## config.mk

```make
export PLATFORM = sky130hd
export DESIGN_NAME = xml_entity_decoder
export DESIGN_NICKNAME = d
export VERILOG_FILES = /design/src/hdl/xed_pkg.sv /design/src/hdl/xed_step.sv /design/src/hdl/xml_entity_decoder.sv
export VERILOG_INCLUDE_DIRS = /design/src /design/src/hdl
export SDC_FILE = /design/constraint.sdc
export NUM_CORES = 1
export LEC_CHECK = 0
export ABC_AREA = 1
export BUFFER_PORTS_ARGS = -buffer_cell sky130_fd_sc_hd__buf_2
export CELL_PAD_IN_SITES_DETAIL_PLACEMENT = 2
export CELL_PAD_IN_SITES_GLOBAL_PLACEMENT = 2
export CORE_MARGIN = 5
export CORE_UTILIZATION = 37
export DETAILED_ROUTE_END_ITERATION = 6
export PLACE_DENSITY_LB_ADDON = 0.1
export SLEW_MARGIN = 30
export SYNTH_ARGS = -nofsm -noshare
export SYNTH_HDL_FRONTEND = slang
export SYNTH_SLANG_ARGS = --single-unit
```

## constraint.sdc

```tcl
create_clock -name aclk -period 8.39 [get_ports aclk]
set_input_delay 1.678 -clock aclk [delete_from_list [all_inputs] [get_ports aclk]]
set_output_delay 1.678 -clock aclk [all_outputs]
set_load 0.03 [all_outputs]
```

## src/hdl/xml_entity_decoder_assert.svh

```systemverilog
// Assertion macros for the XML entity decoder.
`ifndef XML_ENTITY_DECODER_ASSERT_SVH
`define XML_ENTITY_DECODER_ASSERT_SVH

`ifndef SYNTHESIS
`define XED_ASSERT_IMP(lbl, clk, rst_n, ante, cons) \
    lbl: assert property (@(posedge clk) disable iff (!rst_n) (ante) |-> (cons)) \
        else $error("xed assertion failed: same-cycle implication");
`define XED_ASSERT_NXT(lbl, clk, rst_n, ante, cons) \
    lbl: assert property (@(posedge clk) disable iff (!rst_n) (ante) |=> (cons)) \
        else $error("xed assertion failed: next-cycle implication");
`else
`define XED_ASSERT_IMP(lbl, clk, rst_n, ante, cons)
`define XED_ASSERT_NXT(lbl, clk, rst_n, ante, cons)
`endif

`endif

```

## src/hdl/xed_pkg.sv

```systemverilog
// Types, codes and name tables of the XML entity decoder.
package xed_pkg;

    localparam logic [2:0] MODE_PLAIN = 3'd0;
    localparam logic [2:0] MODE_NAME  = 3'd1;
    localparam logic [2:0] MODE_NUM   = 3'd2;
    localparam logic [2:0] MODE_SKIP  = 3'd3;

    localparam int         NUM_NAMES = 5;
    localparam logic [4:0] ALL_NAMES = 5'h1f;

    localparam logic [7:0] CH_AMP    = 8'h26;
    localparam logic [7:0] CH_HASH   = 8'h23;
    localparam logic [7:0] CH_SEMI   = 8'h3b;
    localparam logic [7:0] CH_SPACE  = 8'h20;
    localparam logic [7:0] CH_ZERO   = 8'h30;
    localparam logic [7:0] CH_NINE   = 8'h39;
    localparam logic [7:0] CH_UPPER_A = 8'h41;
    localparam logic [7:0] CH_UPPER_Z = 8'h5a;
    localparam logic [7:0] CASE_OFFSET = 8'h20;

    typedef struct packed {
        logic [2:0] mode;
        logic [2:0] pos;
        logic [4:0] mask;
        logic [7:0] accum;
        logic       digit_seen;
    } state_t;

    localparam state_t STATE_RESET = '{
        mode: MODE_PLAIN, pos: 3'd0, mask: ALL_NAMES, accum: 8'd0, digit_seen: 1'b0
    };

    typedef struct packed {
        logic       emit;
        logic [7:0] ch;
        logic       char_valid;
        logic       error;
        logic       done;
    } result_t;

    // Letter of name k at position pos (lt; gt; amp; apos; quot;).
    function automatic logic [7:0] name_letter(input logic [2:0] k, input logic [2:0] pos);
        logic [7:0] c;
        c = 8'h00;
        case (k)
            3'd0: begin
                case (pos)
                    3'd0: c = "l";
                    3'd1: c = "t";
                    3'd2: c = ";";
                    default: c = 8'h00;
                endcase
            end
            3'd1: begin
                case (pos)
                    3'd0: c = "g";
                    3'd1: c = "t";
                    3'd2: c = ";";
                    default: c = 8'h00;
                endcase
            end
            3'd2: begin
                case (pos)
                    3'd0: c = "a";
                    3'd1: c = "m";
                    3'd2: c = "p";
                    3'd3: c = ";";
                    default: c = 8'h00;
                endcase
            end
            3'd3: begin
                case (pos)
                    3'd0: c = "a";
                    3'd1: c = "p";
                    3'd2: c = "o";
                    3'd3: c = "s";
                    3'd4: c = ";";
                    default: c = 8'h00;
                endcase
            end
            3'd4: begin
                case (pos)
                    3'd0: c = "q";
                    3'd1: c = "u";
                    3'd2: c = "o";
                    3'd3: c = "t";
                    3'd4: c = ";";
                    default: c = 8'h00;
                endcase
            end
            default: c = 8'h00;
        endcase
        return c;
    endfunction

    function automatic logic [2:0] name_len(input logic [2:0] k);
        logic [2:0] n;
        case (k)
            3'd0: n = 3'd3;
            3'd1: n = 3'd3;
            3'd2: n = 3'd4;
            3'd3: n = 3'd5;
            3'd4: n = 3'd5;
            default: n = 3'd0;
        endcase
        return n;
    endfunction

    function automatic logic [7:0] name_char(input logic [2:0] k);
        logic [7:0] c;
        case (k)
            3'd0: c = "<";
            3'd1: c = ">";
            3'd2: c = "&";
            3'd3: c = 8'h27;
            3'd4: c = 8'h22;
            default: c = 8'h00;
        endcase
        return c;
    endfunction

endpackage

```

## src/hdl/xed_step.sv

```systemverilog
// Combinational decode of one byte against the current decoder state.
module xed_step (
    input  logic [7:0]      in_byte,
    input  logic            last,
    input  xed_pkg::state_t cur,
    output xed_pkg::state_t nxt,
    output xed_pkg::result_t res
);

    logic [7:0] folded;
    logic [4:0] keep;
    logic       hit;
    logic [7:0] hit_char;
    logic [7:0] accum_next;
    logic       is_digit;
    logic       err;

    assign folded = (in_byte >= xed_pkg::CH_UPPER_A && in_byte <= xed_pkg::CH_UPPER_Z)
                    ? in_byte + xed_pkg::CASE_OFFSET : in_byte;
    assign is_digit = (in_byte >= xed_pkg::CH_ZERO) && (in_byte <= xed_pkg::CH_NINE);
    assign accum_next = {cur.accum[4:0], 3'b000} + {cur.accum[6:0], 1'b0}
                        + (in_byte - xed_pkg::CH_ZERO);

    // Name candidates are checked side by side.
    always_comb begin
        keep     = 5'd0;
        hit      = 1'b0;
        hit_char = 8'h00;
        for (int k = 0; k < xed_pkg::NUM_NAMES; k++) begin
            if (cur.mask[k] && cur.pos < xed_pkg::name_len(3'(k))
                && xed_pkg::name_letter(3'(k), cur.pos) == folded) begin
                if (cur.pos + 3'd1 == xed_pkg::name_len(3'(k))) begin
                    hit      = 1'b1;
                    hit_char = xed_pkg::name_char(3'(k));
                end else begin
                    keep[k] = 1'b1;
                end
            end
        end
    end

    always_comb begin
        nxt = cur;
        res = '0;
        err = 1'b0;
        case (cur.mode)
            xed_pkg::MODE_PLAIN: begin
                if (in_byte == 8'h00) begin
                    nxt.mode = xed_pkg::MODE_SKIP;
                end else if (in_byte == xed_pkg::CH_AMP) begin
                    nxt.mode = xed_pkg::MODE_NAME;
                    nxt.pos  = 3'd0;
                    nxt.mask = xed_pkg::ALL_NAMES;
                end else begin
                    res.emit       = 1'b1;
                    res.ch         = in_byte;
                    res.char_valid = 1'b1;
                end
            end
            xed_pkg::MODE_NAME: begin
                if (cur.pos == 3'd0 && in_byte == xed_pkg::CH_HASH) begin
                    nxt.mode       = xed_pkg::MODE_NUM;
                    nxt.accum      = 8'd0;
                    nxt.digit_seen = 1'b0;
                end else if (hit) begin
                    res.emit       = 1'b1;
                    res.ch         = hit_char;
                    res.char_valid = 1'b1;
                    nxt.mode       = xed_pkg::MODE_PLAIN;
                end else if (keep == 5'd0) begin
                    err = 1'b1;
                end else begin
                    nxt.mask = keep;
                    nxt.pos  = cur.pos + 3'd1;
                end
            end
            xed_pkg::MODE_NUM: begin
                if (is_digit) begin
                    nxt.accum      = accum_next;
                    nxt.digit_seen = 1'b1;
                end else if (in_byte == xed_pkg::CH_SEMI && cur.digit_seen) begin
                    res.emit       = 1'b1;
                    res.ch         = (cur.accum == 8'd0) ? xed_pkg::CH_SPACE : cur.accum;
                    res.char_valid = 1'b1;
                    nxt.mode       = xed_pkg::MODE_PLAIN;
                end else begin
                    err = 1'b1;
                end
            end
            default: begin
            end
        endcase

        if (err) begin
            res.emit       = 1'b1;
            res.error      = 1'b1;
            res.ch         = 8'h00;
            res.char_valid = 1'b0;
            nxt.mode       = xed_pkg::MODE_SKIP;
        end

        if (last) begin
            if (nxt.mode == xed_pkg::MODE_NAME || nxt.mode == xed_pkg::MODE_NUM) begin
                res.error      = 1'b1;
                res.ch         = 8'h00;
                res.char_valid = 1'b0;
            end
            res.emit = 1'b1;
            res.done = 1'b1;
            nxt      = xed_pkg::STATE_RESET;
        end
    end

endmodule

```

## src/hdl/xml_entity_decoder.sv

```systemverilog
// Top level of the XML entity decoder: input register, decode step, result register.
// Decodes XML character references in a byte stream at one byte per clock unless the
// result side stalls. A byte is taken into the input register, decoded against the
// running state and lands in the result register, which drives m_valid for its result.
// Each byte gives zero or one result; the byte marked last always gives one, with
// done_res set, and returns the decoder to plain text. Back-pressure on the result
// side stalls the input only when both registers are full.
module xml_entity_decoder (
    input  logic       aclk,
    input  logic       aresetn,
    input  logic       s_valid,
    output logic       s_ready,
    input  logic [7:0] s_in_byte,
    input  logic       s_last,
    output logic       m_valid,
    input  logic       m_ready,
    output logic [7:0] m_out_char,
    output logic       m_char_valid,
    output logic       m_error,
    output logic       m_done_res
);

    logic             in_valid_reg;
    logic [7:0]       in_byte_reg;
    logic             in_last_reg;
    logic             out_valid_reg;
    xed_pkg::result_t out_reg;
    xed_pkg::state_t  state_reg;
    xed_pkg::state_t  state_next;
    xed_pkg::result_t step_res;
    logic             advance;

    xed_step u_step (
        .in_byte (in_byte_reg),
        .last    (in_last_reg),
        .cur     (state_reg),
        .nxt     (state_next),
        .res     (step_res)
    );

    assign advance = in_valid_reg && (!out_valid_reg || m_ready);
    assign s_ready = !in_valid_reg || advance;

    always_ff @(posedge aclk) begin
        if (!aresetn) begin
            in_valid_reg  <= 1'b0;
            out_valid_reg <= 1'b0;
            state_reg     <= xed_pkg::STATE_RESET;
        end else begin
            if (s_ready) begin
                in_valid_reg <= s_valid;
            end
            if (advance) begin
                state_reg     <= state_next;
                out_valid_reg <= step_res.emit;
            end else if (m_ready) begin
                out_valid_reg <= 1'b0;
            end
        end
    end

    always_ff @(posedge aclk) begin
        if (s_valid && s_ready) begin
            in_byte_reg <= s_in_byte;
            in_last_reg <= s_last;
        end
        if (advance && step_res.emit) begin
            out_reg <= step_res;
        end
    end

    assign m_valid      = out_valid_reg;
    assign m_out_char   = out_reg.ch;
    assign m_char_valid = out_reg.char_valid;
    assign m_error      = out_reg.error;
    assign m_done_res   = out_reg.done;

`include "xml_entity_decoder_assert.svh"

    `XED_ASSERT_IMP(a_valid_char_no_error, aclk, aresetn,
        m_valid && m_char_valid, !m_error && !m_done_res || !m_error)
    `XED_ASSERT_IMP(a_error_char_zero, aclk, aresetn,
        m_valid && m_error, m_out_char == 8'h00 && !m_char_valid)
    `XED_ASSERT_IMP(a_stall_blocks_input, aclk, aresetn,
        in_valid_reg && out_valid_reg && !m_ready, !s_ready)
    `XED_ASSERT_NXT(a_last_resets_state, aclk, aresetn,
        advance && in_last_reg, state_reg == xed_pkg::STATE_RESET && m_valid && m_done_res)

endmodule
```

==> results.yml, run 1 <==
clock_network:
  clock_latency_ns: 0.31
  cts_made_buffers: 5
  cts.sinks: 42
  postCtsSetupRepairBufs: 0
  clk_path_buf_depth: 2
  clk_pin_slew_worst_paths_ns: 0.09
  cts_root_buf: "clkbuf_8"
  cts_hold_buffers: 0
  cts_resized: 0
  tritoncts: "done"
  htreeDepth: 2
die:
  die_x_um: 105
  dieArea_sq_mm: 0.0111
  die_h_um: 105
  ioPinCount: 26
  rows: 34
  start_util_pct: 38.3
  core_area_sq_mm: 0.00876
status:
  status: "complete, no violations"
cells_and_area:
  seq_area_sq_mm: 0.00104
  largest_reg_flops: 20
  nets: 539
  multi_input_area_sq_mm: 0.00201
  drive_gt1_share_pct: 13.9
  layout_commonest_cell: "nand2_1"
  mostFrequentLayoutCells: "nand2_1 (128), inv_1 (58), nand3_1 (53)"
  insertedDiodeCount: 0
  fill_cells: 1085
  area_growth_pct: 9.77
placed_design:
  io_buffers: 25
  gp_congestion: 0.822
  dp_hpwl_mm: 9.26
timing:
  min_period_over_period_pct: 45.6
  setup_viol_count_final: 0
  fin_worst_skew_ns: 0.0102
  worst_pin_slew_ns: 0.603
  period_minus_slack_ns: 3.82
  drv_slew: 0
  setup_tns_ns: 0
  rsz0062_at_grt: "false"
  max_slew_margin_pct: 59.7
  fmax_mhz: 262
  whs_ns: 0.480
  hold_viol_final: 0
setup_path:
  r2r_cells: 11
  cp_num_buf_inv: 3
  r2r_slack_ns: 4.83
  worst_path_max_delay_cell: "buf_2"
  worstSetupEndpointType: "output pin"
  critical_path.most_common_cell: "buf_2"
  path_cells: "buf_2, inv_1, nand3_1, buf_2"
  crit_family: "buffers and inverters"
  criticalPathCategory: "input port to output pin"
  critical_path_required_ns: 6.71
  r2r-end: "m_error"
  cp_max_fo: 3
  critPathLaunchType: "input port"
  r2r-start: "state_reg[14]"
  crit_arrival_ns: 2.14
  cpPeakStageDelay_ns: 0.20
global_routing:
  grt_usage_pct: 21.0
  grt_overflow: 0
  grt_pass1_vias: 3719
  grt_first_pass_wirelength_mm: 18.7
  antenna_found_initial: 0
  grt_max_degree: 14
detailed_routing:
  drt_iter0_markers: 96
  wl_mm: 11.5
  drtAntennaViolNets: 0
  drcViolationCount: 0
  post_drt_wl_per_cell_um: 18.8
  via_per_inst: 5.48
  first_pass_iters: 4
  via_count: 3347
synthesis:
  synth_seq_cells: 42
  syn_area_sq_mm: 0.00336
  syn_inst: 477
  ys.warnings.count: 0
  avgSynthCellArea_sq_um: 7.04
  ys_seq_area_share_pct: 31.0
  syn-num-nets: 514
  ys_types: 41
worst_hold_path:
  hold_depth: 2
  hold_class: "flop to flop"
  holdPathEnd: "state_reg[0]"
  min_from: "state_reg[0]"
power_and_ir_drop:
  leakagePower_nw: 1.75
  ir_worst_vdd_mv: 0.0720
  p_per_area_mw_per_mm2: 139
job:
  drv_cap: 0
==> layer usage <==
layer / global-route usage, % / up-vias / wire length (um)
li1: - / 1628 / -
met1: 24.1 / 1640 / 4990
met2: 38.8 / 53 / 5920
met3: 3.42 / 26 / 276
met4: 7.49 / 0 / 288
met5: 0 / - / 0
==> how the worst max path moves through the flow <==
| stage | startpoint | cells past startpoint | slack, ns | end |
|---|---|---|---|---|
| final | m_ready | 4 | 4.57 | s_ready |
| after global routing | m_ready | 4 | 4.51 | s_ready |
| after detailed placement | m_ready | 4 | 4.55 | s_ready |
| after CTS | m_ready | 4 | 4.55 | s_ready |
| after floorplan | m_ready | 2 | 4.71 | s_ready |
| after global placement | m_ready | 4 | 4.60 | s_ready |
==> final cells by class <==
type / instances / area share, %
Multi-Input combinational cell: 360 / 54.5
Sequential cell: 42 / 28.3
Inverter: 68 / 7.20
Tap cell: 108 / 3.67
Timing Repair Buffer: 25 / 3.40
Clock buffer: 6 / 1.97
Clock inverter: 2 / 1.02
==> cells by family after synthesis <==
kind of cell,count (synthesis),share of synthesized area (%)
simple gates,267,37.0
xor+xnor,5,1.30
compound gates,64,11.5
fa+ha+maj,24,10.1
buf+inv,75,9.17
flops,42,31.0
==> power by group <==
group / internal, W / switching [W] / total (W)
sequential: 0.000225 / 0.0000122 / 0.000237
clock: 0.0000890 / 0.0000795 / 0.000169
combinational: 0.0000327 / 0.0000756 / 0.000108
==> worst min-delay path, delay by kind of cell, from the launching register on <==
kind | cells | cell delay [ns]
AND/OR/NAND/NOR | 1 | 0.06
flip-flops | 1 | 0.33
AO/OA/AOI/OAI | 1 | 0.05
==> per-stage QoR <==
stage	total power [W]	cell area (sq um)	worst slack, ns	utilization [%]	std cells
after floorplan	0.000316	3360	4.71	-	477
after global placement	0.000344	3570	4.60	40.8	603
after detailed placement	0.000350	3570	4.55	40.8	603
after CTS	0.000519	3680	4.55	42.0	611
after global routing	0.000542	3680	4.51	42.0	611
final	0.000514	3680	4.57	42.0	611
==> synth_stat cells (all sizes together) <==
master / instances / area [sq um]
nand3: 57 / 313
o211ai: 4 / 30.0
nand4: 10 / 68.8
buf: 4 / 31.3
clkbuf: 3 / 11.3
a41oi: 2 / 17.5
a21oi: 26 / 134
a21boi: 2 / 15.0
inv: 66 / 253
xnor2: 2 / 17.5
nor4: 1 / 6.26
o21ai: 22 / 121
o21bai: 1 / 7.51
edfxtp: 20 / 601
nor2: 52 / 248
xor2: 3 / 26.3
dfxtp: 22 / 440
a211oi: 1 / 7.51
or2: 2 / 12.5
ha: 19 / 238
nand2: 138 / 558
fa: 5 / 100
o221ai: 6 / 52.6
nor3: 7 / 35.0
clkinv: 2 / 12.5
(Power assumes the default switching activity.)
==> run 2: changes to the inputs <==
ABC_AREA = 0   (was 1)
CORE_UTILIZATION = 34   (was 37)
clock period = 3.5 ns   (was 8.39 ns; I/O delays follow)
==> run 2 against run 1 <==
Setup slack worse by 4.4 ns. Register-to-register slack lost 4.7 ns. Routed wire length is 0.18% higher. Via count fell by 7.5%. Critical path depth up 7. Utilization fell by 1.4 points. Power grew 130%. Synthesized cell count is 22% lower.
==> results.yml, run 2 <==
status:
  status: "complete, no violations"
global_routing:
  grt_usage_pct: 20.1
  grt_pass1_vias: 3280
  grt_first_pass_wirelength_mm: 18.3
  grt_overflow: 0
  antenna_found_initial: 0
  grt_max_degree: 21
synthesis:
  synth_edf_count: 20
  netlist_top_cells_count: "nand2_1 (32), inv_1 (24), dfxtp_1 (22)"
  synth_top_family_by_area: "compound AO/OA/AOI/OAI gates"
  yosysMostFrequentCell: "nand2_1"
  syn_inst: 372
  ys.warnings.count: 0
  synth_top_area_cell: "edfxtp_1"
  ys_types: 77
  synth-compound-area-share_pct: 22.6
  syn-num-nets: 409
  synth_seq_cells: 42
  ys_seq_area_share_pct: 31.3
  synth-simple-area-share_pct: 22.5
  async_flop_share_pct: 0
  avgSynthCellArea_sq_um: 8.95
  synth-xor-area-share_pct: 5.79
  ys.flop_type: "dfxtp_1"
  yosys-top-cells-area: "edfxtp_1 (18%), dfxtp_1 (13%), ha_1 (7.1%), xnor2_1 (4.7%), nand2_1 (3.6%)"
  muxShareOfSynthArea_pct: 1.84
  syn_area_sq_mm: 0.00333
  netlist.area_leader.share_pct: 18.0
  synth_adder_area_share_pct: 10.1
cells_and_area:
  layout_commonest_cell: "nand2_1"
  fin_cells: 545
  final_util_pct: 40.7
  nets: 448
  multi_input_area_sq_mm: 0.00215
  area_growth_pct: 18.3
  insertedDiodeCount: 0
  mostFrequentLayoutCells: "nand2_1 (32), buf_4 (28), buf_2 (25)"
  largest_reg_flops: 20
  seq_area_sq_mm: 0.00104
  drive_gt1_share_pct: 21.4
  fill_cells: 1088
detailed_routing:
  drcViolationCount: 0
  post_drt_wl_per_cell_um: 21.1
  wl_mm: 11.5
  via_per_inst: 5.68
  drt_iter0_markers: 68
  via_count: 3096
  first_pass_iters: 4
  drtAntennaViolNets: 0
setup_path:
  criticalPathCategory: "flop to flop"
  critPathLaunchType: "flop"
  r2r_cells: 11
  worst_path_max_delay_cell: "or3_1"
  cp_num_buf_inv: 2
  critical_path.most_common_cell: "nand3_1"
  crit_arrival_ns: 3.38
  cp_max_fo: 10
  crit_family: "compound AO/OA/AOI/OAI gates"
  worstSetupEndpointType: "flop"
  cp.depth: 11
  path_cells: "buf_4, ha_1, or3_1, a31o_2, a22o_1, o32a_1, nand3_1, nand3_1, o311a_4, a31oi_4, buf_12"
  cpPeakStageDelay_ns: 0.45
  critical_path_required_ns: 3.52
placed_design:
  dp_hpwl_mm: 9.16
  pre_cts_ws_ns: 0.0851
  placedCellCount: 536
  gp_congestion: 0.809
  io_buffers: 25
job:
  drv_cap: 0
power_and_ir_drop:
  clkPwrFrac_pct: 40.2
  p_per_area_mw_per_mm2: 305
  intPower_w: 0.000884
  p_total_w: 0.00120
  comb_power_share_pct: 15.0
  p_switching_w: 0.000318
  seqPwrFrac_pct: 44.8
  leakagePower_nw: 1.56
  sw_frac_of_total_pct: 26.5
  ir_worst_vdd_mv: 0.135
die:
  dieArea_sq_mm: 0.0119
  ioPinCount: 26
  core_area_sq_mm: 0.00968
  die_x_um: 109
  rows: 36
  start_util_pct: 34.4
  die_h_um: 109
clock_network:
  cts_hold_buffers: 0
  cts_made_buffers: 5
  htreeDepth: 2
  tritoncts: "done"
  clock_latency_ns: 0.30
  cts.sinks: 42
  clk_pin_slew_worst_paths_ns: 0.09
  clk_path_buf_depth: 2
  cts_root_buf: "clkbuf_8"
timing:
  fmax_mhz: 298
  min_period_over_period_pct: 95.8
  setup_viol_count_final: 0
  fin_worst_skew_ns: 0.00949
  drv_slew: 0
  hold_viol_final: 0
  period_minus_slack_ns: 3.35
  worst_pin_slew_ns: 0.666
  max_slew_margin_pct: 55.1
  fin_ws_ns: 0.148
worst_hold_path:
  hold_depth: 2
  hold_class: "flop to flop"
[run 2: cell count changes after synthesis, sizes merged, moves of 16 or more]
| cell | previous run | this run |
|---|---|---|
| a21oi | 26 | 10 |
| inv | 66 | 24 |
| nand2 | 138 | 32 |
| nand3 | 57 | 15 |
| nor2 | 52 | 19 |
| xnor2 | 2 | 18 |
[run 2: layout make-up]
| class | instances | area share, % |
|---|---|---|
| Clock inverter | 3 | 1.75 |
| Clock buffer | 5 | 1.75 |
| Tap cell | 133 | 4.22 |
| Inverter | 24 | 2.29 |
| Sequential cell | 42 | 26.5 |
| Timing Repair Buffer | 54 | 9.02 |
| Multi-Input combinational cell | 284 | 54.5 |
[run 2: path summary, 6_finish.rpt]
check,end,start,slack (ns)
worst min register to register,state_reg[9],state_reg[9],0.48
worst min-delay path,state_reg[9],state_reg[9],0.48
worst max-delay path,m_out_char[3],state_reg[14],0.15
worst max register to register,m_out_char[3],state_reg[14],0.15
[run 2: power groups by stage]
| stage | registers, W | clock network, W | logic, W |
|---|---|---|---|
| floorplan | 0.000558 | 0 | 0.000106 |
| global placement | 0.000549 | 0 | 0.000171 |
| detailed placement | 0.000550 | 0 | 0.000175 |
| CTS | 0.000539 | 0.000502 | 0.000176 |
| finish | 0.000539 | 0.000483 | 0.000181 |
| global route | 0.000541 | 0.000523 | 0.000196 |
[run 2: layer usage]
metal	share of wire [%]	global-route usage, %
met3	2.5	2.90
met2	51	37.0
met1	45	24.8
met5	0	0
met4	1.2	3.79
[run 2: worst min-delay path: stages (launching register included)]
cell and delay (ns):
dfxtp_1 0.32, inv_1 0.05, a22oi_1 0.07
[run 2: kinds of logic after synthesis]
kind of cell               count (synthesis)
and+or+nand+nor                          137
AOI/OAI and AO/OA                         95
buffers and inverters                     46
DFF                                       42
adders and majority gates                 24
xor gates and xnor gates                  22
muxes                                      6
[run 2: timing repair]
| item | 4_1_cts | 5_1_grt |
|---|---|---|
| endpoints found under the setup margin | 0 | 19 |
| setup buffers | 0 | 1 |
| resized for setup | 0 | 6 |
[run 2: metrics by stage]
step                      instance area, sq um  hold WS, ns  TNS [ns]
after floorplan                           3350        0.417         0
after global placement                    3750        0.460         0
after detailed placement                  3750        0.470         0
after CTS                                 3890        0.486         0
after global routing                      3940        0.512    -0.149
final                                     3940        0.480         0
